## config.mk

```make
export PLATFORM = sky130hd
export DESIGN_NAME = start_length_frame_receiver
export DESIGN_NICKNAME = d
export VERILOG_FILES = /design/src/rtl/slfr_pkg.sv /design/src/rtl/start_length_frame_receiver.sv /design/src/rtl/slfr_in_stage.sv /design/src/rtl/slfr_core.sv /design/src/rtl/slfr_out_stage.sv
export SDC_FILE = /design/constraint.sdc
export NUM_CORES = 1
export LEC_CHECK = 0
export ABC_AREA = 0
export ABC_CLOCK_PERIOD_IN_PS = 4400
export BUFFER_PORTS_ARGS = -buffer_cell sky130_fd_sc_hd__buf_4
export CORE_ASPECT_RATIO = 2
export CORE_MARGIN = 3
export CORE_UTILIZATION = 40
export CTS_CLUSTER_DIAMETER = 150
export DETAILED_ROUTE_END_ITERATION = 8
export PLACE_DENSITY = 0.61
export SYNTH_ARGS = -nofsm -noshare
export SYNTH_HDL_FRONTEND = slang
export SYNTH_SLANG_ARGS = --single-unit
```

## constraint.sdc

```tcl
create_clock -name clock -period 4.4 [get_ports clock]
set_input_delay 0.44 -clock clock [delete_from_list [all_inputs] [get_ports clock]]
set_output_delay 0.44 -clock clock [all_outputs]
set_load 0.02 [all_outputs]
```

## src/rtl/slfr_pkg.sv

```systemverilog
`timescale 1ns / 1ps
`default_nettype none
// ----------------------------------------------------------------------------
// slfr_pkg
// shared types and codes of the start/length frame receiver
// ----------------------------------------------------------------------------
package slfr_pkg;

   // command codes of an input transfer
   localparam logic [1:0] CMD_ARM     = 2'd0;
   localparam logic [1:0] CMD_RX_BYTE = 2'd1;
   localparam logic [1:0] CMD_TICK    = 2'd2;

   // result status codes
   localparam logic [1:0] ST_BYTE     = 2'd0;
   localparam logic [1:0] ST_TIMEOUT  = 2'd1;
   localparam logic [1:0] ST_OVERFLOW = 2'd2;

   // register indexes
   localparam logic CSR_DEFAULT_TIMEOUT = 1'b0;
   localparam logic CSR_START_VALUE     = 1'b1;

   // register reset values
   localparam logic [15:0] DEFAULT_TIMEOUT_RESET = 16'd100;
   localparam logic [7:0]  START_VALUE_RESET     = 8'd126;

   typedef enum logic [1:0] {
      PH_IDLE   = 2'd0,
      PH_HUNT   = 2'd1,
      PH_HEADER = 2'd2,
      PH_BODY   = 2'd3
   } phase_type;

   typedef struct packed {
      logic [1:0]  cmd;
      logic [7:0]  data_byte;
      logic [15:0] timeout_ms;
   } item_type;

   typedef struct packed {
      logic [7:0] out_byte;
      logic [8:0] byte_index;
      logic [1:0] status;
      logic       last;
   } result_type;

endpackage
`default_nettype wire

```

## src/rtl/start_length_frame_receiver.sv

```systemverilog
`timescale 1ns / 1ps
`default_nettype none
// ----------------------------------------------------------------------------
// start_length_frame_receiver
// hunts for a start byte, passes a length-prefixed frame with byte indexes
// ----------------------------------------------------------------------------
//  channel | direction | handshake            | payload
//  req     | in        | req_valid/req_ready  | cmd, data_byte, timeout_ms
//  rsp     | out       | rsp_valid/rsp_ready  | out_byte, byte_index, status, last
//  csr     | in        | csr_wr_en            | csr_index, csr_wdata
//
//  one item per cycle sustained while rsp is not stalled; an item that yields a result
//  passes from its req transfer through the input register, then the result register
//  reset is synchronous: state goes idle, registers return to 100 ms / 0x7e
//  a stalled rsp holds the result register; req keeps flowing while the
//  input register can hand its item on to the result register
// ----------------------------------------------------------------------------
module start_length_frame_receiver import slfr_pkg::*; #(
   parameter int HEADER_BYTES = 4,
   parameter int CRC_BYTES    = 2,
   parameter int MAX_FRAME    = 512
) (
   input  wire logic        clock,
   input  wire logic        reset,
   // configuration writes
   input  wire logic        csr_wr_en,
   input  wire logic        csr_index,
   input  wire logic [15:0] csr_wdata,
   // input items
   input  wire logic        req_valid,
   output logic             req_ready,
   input  wire logic [1:0]  req_cmd,
   input  wire logic [7:0]  req_data_byte,
   input  wire logic [15:0] req_timeout_ms,
   // results
   output logic             rsp_valid,
   input  wire logic        rsp_ready,
   output logic [7:0]       rsp_out_byte,
   output logic [8:0]       rsp_byte_index,
   output logic [1:0]       rsp_status,
   output logic             rsp_last
);

   item_type   req_item;
   item_type   item;
   logic       item_valid;
   logic       can_load;
   logic       fire;
   logic       res_valid;
   result_type res;
   result_type rsp;

   assign req_item.cmd        = req_cmd;
   assign req_item.data_byte  = req_data_byte;
   assign req_item.timeout_ms = req_timeout_ms;

   // held item is processed when the result register can take its outcome
   assign fire = item_valid && can_load;

   slfr_in_stage u_in (
      .clock      (clock),
      .reset      (reset),
      .req_valid  (req_valid),
      .req_ready  (req_ready),
      .req_item   (req_item),
      .advance    (can_load),
      .item_valid (item_valid),
      .item       (item)
   );

   // state update and result selection, one item per transfer
   slfr_core #(
      .HEADER_BYTES (HEADER_BYTES),
      .CRC_BYTES    (CRC_BYTES),
      .MAX_FRAME    (MAX_FRAME)
   ) u_core (
      .clock     (clock),
      .reset     (reset),
      .csr_wr_en (csr_wr_en),
      .csr_index (csr_index),
      .csr_wdata (csr_wdata),
      .fire      (fire),
      .item      (item),
      .res_valid (res_valid),
      .res       (res)
   );

   slfr_out_stage u_out (
      .clock     (clock),
      .reset     (reset),
      .load      (fire),
      .res_valid (res_valid),
      .res       (res),
      .can_load  (can_load),
      .rsp_valid (rsp_valid),
      .rsp_ready (rsp_ready),
      .rsp       (rsp)
   );

   assign rsp_out_byte   = rsp.out_byte;
   assign rsp_byte_index = rsp.byte_index;
   assign rsp_status     = rsp.status;
   assign rsp_last       = rsp.last;

endmodule
`default_nettype wire

```

## src/rtl/slfr_in_stage.sv

```systemverilog
`timescale 1ns / 1ps
`default_nettype none
// ----------------------------------------------------------------------------
// slfr_in_stage
// input register that holds one accepted item until the core takes it
// ----------------------------------------------------------------------------
module slfr_in_stage import slfr_pkg::*; (
   input  wire logic     clock,
   input  wire logic     reset,
   input  wire logic     req_valid,
   output logic          req_ready,
   input  wire item_type req_item,
   input  wire logic     advance,
   output logic          item_valid,
   output item_type      item
);

   logic     valid_ff;
   logic     valid_in;
   item_type item_ff;

   // free when empty or when the held item moves on this cycle
   assign req_ready  = !valid_ff || advance;
   assign valid_in   = req_ready ? req_valid : valid_ff;
   assign item_valid = valid_ff;
   assign item       = item_ff;

   always_ff @(posedge clock) begin
      if (reset) begin
         valid_ff <= 1'b0;
      end else begin
         valid_ff <= valid_in;
      end
   end

   always_ff @(posedge clock) begin
      if (req_valid && req_ready) begin
         item_ff <= req_item;
      end
   end

endmodule
`default_nettype wire

```

## src/rtl/slfr_core.sv

```systemverilog
`timescale 1ns / 1ps
`default_nettype none
// ----------------------------------------------------------------------------
// slfr_core
// receive state machine, timeout counter and configuration registers
// ----------------------------------------------------------------------------
module slfr_core import slfr_pkg::*; #(
   parameter int HEADER_BYTES = 4,
   parameter int CRC_BYTES    = 2,
   parameter int MAX_FRAME    = 512
) (
   input  wire logic        clock,
   input  wire logic        reset,
   input  wire logic        csr_wr_en,
   input  wire logic        csr_index,
   input  wire logic [15:0] csr_wdata,
   input  wire logic        fire,
   input  wire item_type    item,
   output logic             res_valid,
   output result_type       res
);

   localparam logic [9:0]  HDR_LEN  = 10'(HEADER_BYTES);
   localparam logic [9:0]  FIXED    = 10'(HEADER_BYTES + CRC_BYTES);
   localparam logic [10:0] MAX_LEN  = 11'(MAX_FRAME);

   phase_type   phase_ff, phase_in;
   logic [9:0]  byte_count_ff, byte_count_in;
   logic [9:0]  expected_length_ff, expected_length_in;
   logic [15:0] elapsed_ms_ff, elapsed_ms_in;
   logic [15:0] active_timeout_ff, active_timeout_in;
   logic [15:0] default_timeout_ff;
   logic [7:0]  start_value_ff;

   logic [9:0]  count_inc;
   logic [9:0]  total_len;
   logic [15:0] elapsed_inc;

   assign count_inc   = byte_count_ff + 10'd1;
   assign total_len   = FIXED + {2'b00, item.data_byte};
   assign elapsed_inc = (elapsed_ms_ff != 16'hFFFF) ? elapsed_ms_ff + 16'd1 : elapsed_ms_ff;

   always_ff @(posedge clock) begin
      if (reset) begin
         default_timeout_ff <= DEFAULT_TIMEOUT_RESET;
         start_value_ff     <= START_VALUE_RESET;
      end else if (csr_wr_en) begin
         case (csr_index)
            CSR_DEFAULT_TIMEOUT: default_timeout_ff <= csr_wdata;
            CSR_START_VALUE:     start_value_ff     <= csr_wdata[7:0];
            default: ;
         endcase
      end
   end

   always_ff @(posedge clock) begin
      if (reset) begin
         phase_ff           <= PH_IDLE;
         byte_count_ff      <= '0;
         expected_length_ff <= '0;
         elapsed_ms_ff      <= '0;
         active_timeout_ff  <= '0;
      end else begin
         phase_ff           <= phase_in;
         byte_count_ff      <= byte_count_in;
         expected_length_ff <= expected_length_in;
         elapsed_ms_ff      <= elapsed_ms_in;
         active_timeout_ff  <= active_timeout_in;
      end
   end

   always_comb begin
      phase_in           = phase_ff;
      byte_count_in      = byte_count_ff;
      expected_length_in = expected_length_ff;
      elapsed_ms_in      = elapsed_ms_ff;
      active_timeout_in  = active_timeout_ff;
      res_valid          = 1'b0;
      res.out_byte       = item.data_byte;
      res.byte_index     = byte_count_ff[8:0];
      res.status         = ST_BYTE;
      res.last           = 1'b0;
      if (fire) begin
         case (item.cmd)
            CMD_ARM: begin
               active_timeout_in  = (item.timeout_ms == 16'd0) ? default_timeout_ff
                                                               : item.timeout_ms;
               elapsed_ms_in      = '0;
               byte_count_in      = '0;
               expected_length_in = '0;
               phase_in           = PH_HUNT;
            end
            CMD_TICK: begin
               if (phase_ff != PH_IDLE) begin
                  elapsed_ms_in = elapsed_inc;
                  if (elapsed_inc >= active_timeout_ff) begin
                     phase_in     = PH_IDLE;
                     res_valid    = 1'b1;
                     res.out_byte = '0;
                     res.status   = ST_TIMEOUT;
                     res.last     = 1'b1;
                  end
               end
            end
            CMD_RX_BYTE: begin
               case (phase_ff)
                  PH_HUNT: begin
                     if (item.data_byte == start_value_ff) begin
                        byte_count_in  = 10'd1;
                        phase_in       = PH_HEADER;
                        res_valid      = 1'b1;
                        res.byte_index = '0;
                     end
                  end
                  PH_HEADER: begin
                     byte_count_in = count_inc;
                     res_valid     = 1'b1;
                     if (count_inc >= HDR_LEN) begin
                        // length byte closes the header
                        expected_length_in = total_len;
                        if ({1'b0, total_len} > MAX_LEN) begin
                           phase_in   = PH_IDLE;
                           res.status = ST_OVERFLOW;
                           res.last   = 1'b1;
                        end else if (count_inc >= total_len) begin
                           phase_in = PH_IDLE;
                           res.last = 1'b1;
                        end else begin
                           phase_in = PH_BODY;
                        end
                     end
                  end
                  PH_BODY: begin
                     byte_count_in = count_inc;
                     res_valid     = 1'b1;
                     if (count_inc >= expected_length_ff) begin
                        phase_in = PH_IDLE;
                        res.last = 1'b1;
                     end
                  end
                  default: ;
               endcase
            end
            default: ;
         endcase
      end
   end

endmodule
`default_nettype wire

```

## src/rtl/slfr_out_stage.sv

```systemverilog
`timescale 1ns / 1ps
`default_nettype none
// ----------------------------------------------------------------------------
// slfr_out_stage
// result register toward the rsp channel
// ----------------------------------------------------------------------------
module slfr_out_stage import slfr_pkg::*; (
   input  wire logic       clock,
   input  wire logic       reset,
   input  wire logic       load,
   input  wire logic       res_valid,
   input  wire result_type res,
   output logic            can_load,
   output logic            rsp_valid,
   input  wire logic       rsp_ready,
   output result_type      rsp
);

   logic       valid_ff;
   logic       valid_in;
   result_type res_ff;

   assign can_load  = !valid_ff || rsp_ready;
   assign valid_in  = can_load ? (load && res_valid) : valid_ff;
   assign rsp_valid = valid_ff;
   assign rsp       = res_ff;

   always_ff @(posedge clock) begin
      if (reset) begin
         valid_ff <= 1'b0;
      end else begin
         valid_ff <= valid_in;
      end
   end

   always_ff @(posedge clock) begin
      if (load && res_valid && can_load) begin
         res_ff <= res;
      end
   end

endmodule
`default_nettype wire

```

==> run_results.csv <==
group,metric,value,unit
outcome,outcome,"finished, final reports clean",
setup_path,reg2reg_from,"u_core.elapsed_ms_ff[3]$_SDFFE_PP0P_",
die,die_x,95.5,um
die,die_y,185,um
setup_path,crit_top_cell,"nor2_1",
global_routing,grt_start_max_net_pins,71,
cts,cts_tree,"yes",
detailed_routing,via_count,5128,
cts,clock_latency,0.42,ns
setup_path,arrival,4.13,ns
cts,cts-root-buf,"clkbuf_16",
yosys,synthFlopType,"dfxtp_1",
finish,drive_gt1_share,16.7,%
yosys,synth-simple-area-share,18.2,%
die,initial_core_util,41.2,%
detailed_routing,ant_nets,0,
yosys,yosys.area_share.adder,8.99,%
yosys,synth_enable_flop_cells,45,
yosys,syn_nets,766,
setup_path,critPathMaxStageDelay,0.44,ns
die,std_cell_rows,64,
placed_design,hpwl,12100,um
cts,clockBufferDepth,2,
global_routing,grt_antenna_before_repair,0,
sta,fmax,252,MHz
setup_path,critPathLaunchType,"register",
yosys,syn-cell-area,6400,sq um
detailed_routing,wire_per_inst,17.1,um
setup_path,required,4.55,ns
finish,syn2layout_area_growth,19.3,%
finish,final_common_cell,"dfxtp_1",
cts,path_clk_slew,0.06,ns
cts,cts_buffers,17,
flow_run,max_cap_violations,0,
yosys,synth.area.mux_share,1.43,%
detailed_routing,drt_pre_antenna_iters,5,
setup_path,crit_type,"register to register",
placed_design,numPortBuffers,68,
setup_path,rr_worst_depth,15,
yosys,synth_top_cell_area_share,24.7,%
setup_path,cp_slowest_cell,"or3b_2",
min_path,hold_path_class,"primary input to register",
yosys,yosysSeqAreaShare,45.8,%
die,core,15500,sq um
global_routing,grt_pass1_wl,26000,um
yosys,synth_compound_area_share,16.5,%
finish,layout_common_cells,"78 x dfxtp_1, 74 x nand2_1, 74 x buf_4, 46 x ha_1",
pwr,pwr_density_cell,370,nW/um^2
global_routing,grt-ovfl-total,0,
sta,tns,0,ns
yosys,synthXorXnorAreaFrac,4.10,%
yosys,yosysWarningCount,0,
sta,rsz0062_at_grt,"no",
finish,n_antenna_cell,0,
setup_path,crit_chain,"and4_1, and3_1, nand4_1, or2_2, nand2_1, or3b_2, ha_1, a211oi_1, nor2_1, or3_1, a211oi_2, nor2_1, o21ai_0, inv_1, buf_4",
sta,hold_viol,0,
yosys,synth_area_leader_cell,"dfxtp_1",
setup_path,critPathMaxFanout,19,
pwr,leakage,3.07,nW
sta,fin_worst_skew,0.00870,ns
sta,hold_slack,0.196,ns
setup_path,critPathLaunch,"u_core.elapsed_ms_ff[3]$_SDFFE_PP0P_",
sta,finalSetupViolCount,0,
yosys,synthTopCellsByArea,"dfxtp_1 25%, edfxtp_1 21%, ha_1 9.0%, nand2_1 4.3%, a211oi_1 4.0%",
placed_design,globalplace.congestion,0.899,
setup_path,r2r_end,"u_out.rsp[12]$_DFFE_PP_",
yosys,syn_avg_cell_area,9.53,sq um
sta,fin_crit_sh,90.3,%
sta,period_minus_slack,3.97,ns
finish,fill_cells,1501,
setup_path,rrSetupSlack,0.43,ns
pwr,ir_drop,291,uV
yosys,synth_top_family_by_area,"simple AND/OR/NAND/NOR gates",
detailed_routing,avgViaCountPerCell,5.45,
yosys,synthCells,672,
sta,maxSlewViolCount,0,
cts,ctsHtreeMaxLevel,4,
yosys,synth-seq-cells,124,
finish,num-nets-final,824,
sta,slew-limit-headroom,12.3,%
setup_path,end_kind,"register",
cts,clock-sinks,124,
detailed_routing,wl,16100,um
detailed_routing,drcViolationCount,0,
yosys,synth.distinct_cells,57,
global_routing,grt_usage,19.3,%
global_routing,grt_pass1_vias,5440,
sta,worst_pin_slew,1.30,ns
setup_path,endpoint,"u_out.rsp[12]$_DFFE_PP_",
cts,hold_buffers,0,
yosys,synth-async-reset-ratio,0,%
die,die_area,17700,sq um
detailed_routing,drtIter0Drc,235,
die,ioPinCount,70,
-- worst min-delay path by stage --
stage	start	end	slack, ns	cells after the start
after CTS	req_timeout_ms[12]	u_in.item[12]$_DFFE_PP_	0.19	1
after floorplan	u_core.default_timeout_ff[0]$_SDFFE_PP0P_	u_core.default_timeout_ff[0]$_SDFFE_PP0P_	0.44	2
final	req_data_byte[3]	u_in.item[19]$_DFFE_PP_	0.20	1
after detailed placement	u_core.default_timeout_ff[0]$_SDFFE_PP0P_	u_core.default_timeout_ff[0]$_SDFFE_PP0P_	0.45	2
after global routing	req_data_byte[3]	u_in.item[19]$_DFFE_PP_	0.18	1
after global placement	u_core.default_timeout_ff[7]$_SDFFE_PP0P_	u_core.default_timeout_ff[7]$_SDFFE_PP0P_	0.45	2
-- report_power, final --
group / internal [W] / switching [W] / leakage, nW / total, W
sequential: 0.00123 / 0.0000282 / 1.09 / 0.00126
combinational: 0.0000869 / 0.000108 / 1.71 / 0.000195
clock: 0.000833 / 0.000541 / 0.271 / 0.00137
total: 0.00215 / 0.000677 / 3.07 / 0.00283
-- cell families after synthesis --
family | Yosys count
adder cells (fa/ha/maj) | 46
other | 1
AO/OA/AOI/OAI | 156
multiplexers | 8
XOR/XNOR | 30
flip-flops | 124
buffers and inverters | 80
AND/OR/NAND/NOR | 227
-- critical path: cells and delay by family (launching register included) --
family | cells | cell delay (ns)
AND/OR/NAND/NOR | 9 | 2.00
flip-flops | 1 | 0.41
AO/OA/AOI/OAI | 3 | 0.70
adder cells (fa/ha/maj) | 1 | 0.31
buffers and inverters | 2 | 0.27
-- sequential cells by signal (all words and copies together) (netlist names) --
register / flops
u_core.start_value_ff: 8
u_core.elapsed_ms_ff: 16
u_core.active_timeout_ff: 16
u_core.phase_ff: 2
u_core.default_timeout_ff: 16
u_out.rsp: 19
u_core.byte_count_ff: 10
u_out.rsp_valid: 1
u_core.expected_length_ff: 9
u_in.item_valid: 1
u_in.item: 26
-- routing by layer --
metal  global-route usage, %  up-vias  share of wire, %
li1                        -     2524                 -
met1                    17.0     2418                33
met2                    37.5      129                58
met3                    3.66       57               3.4
met4                    12.7        0               5.8
met5                       0        -                 0
-- synth_stat cells, drive strengths merged, types with 4 or more instances --
cell and count:
dfxtp 79, nand2 74, ha 46, edfxtp 45
inv 45, a21oi 44, nor2 43, a211oi 34
o21ai 28, clkbuf 24, xnor2 17, and2 16
nand4 13, xor2 13, buf 11, nand3 11
nor2b 11, a211o 10, nor4 10, and3 9
o32ai 9, nand2b 8, a22o 6, nor3 6
or2 6, or3 6, mux2i 5, nand3b 5
o21a 4, o31ai 4
-- stage by stage --
stage	utilization, %	setup WS (ns)	cell area, sq um	instances	total power [W]
after detailed placement	45.4	0.320	7060	909	0.00147
after global routing	49.2	0.0174	7640	941	0.00293
after floorplan	-	0.599	6400	672	0.00140
after global placement	45.4	0.409	7060	909	0.00147
final	49.2	0.428	7640	941	0.00283
after CTS	49.1	0.306	7630	941	0.00284
-- area by class of cell --
type / instances / area [sq um] / area share [%]
clock buffer: 18 / 429 / 5.62
timing repair buffer: 74 / 556 / 7.27
multi-input combinational: 468 / 3160 / 41.4
tap: 198 / 248 / 3.24
clock inverter: 14 / 144 / 1.88
sequential: 124 / 2930 / 38.4
inverter: 45 / 169 / 2.21
-- timing repair --
action	4_1_cts	5_1_grt
resized for setup	0	2
endpoints found under the setup margin	0	20
buffers inserted	0	0
(Power assumes the default switching activity.)
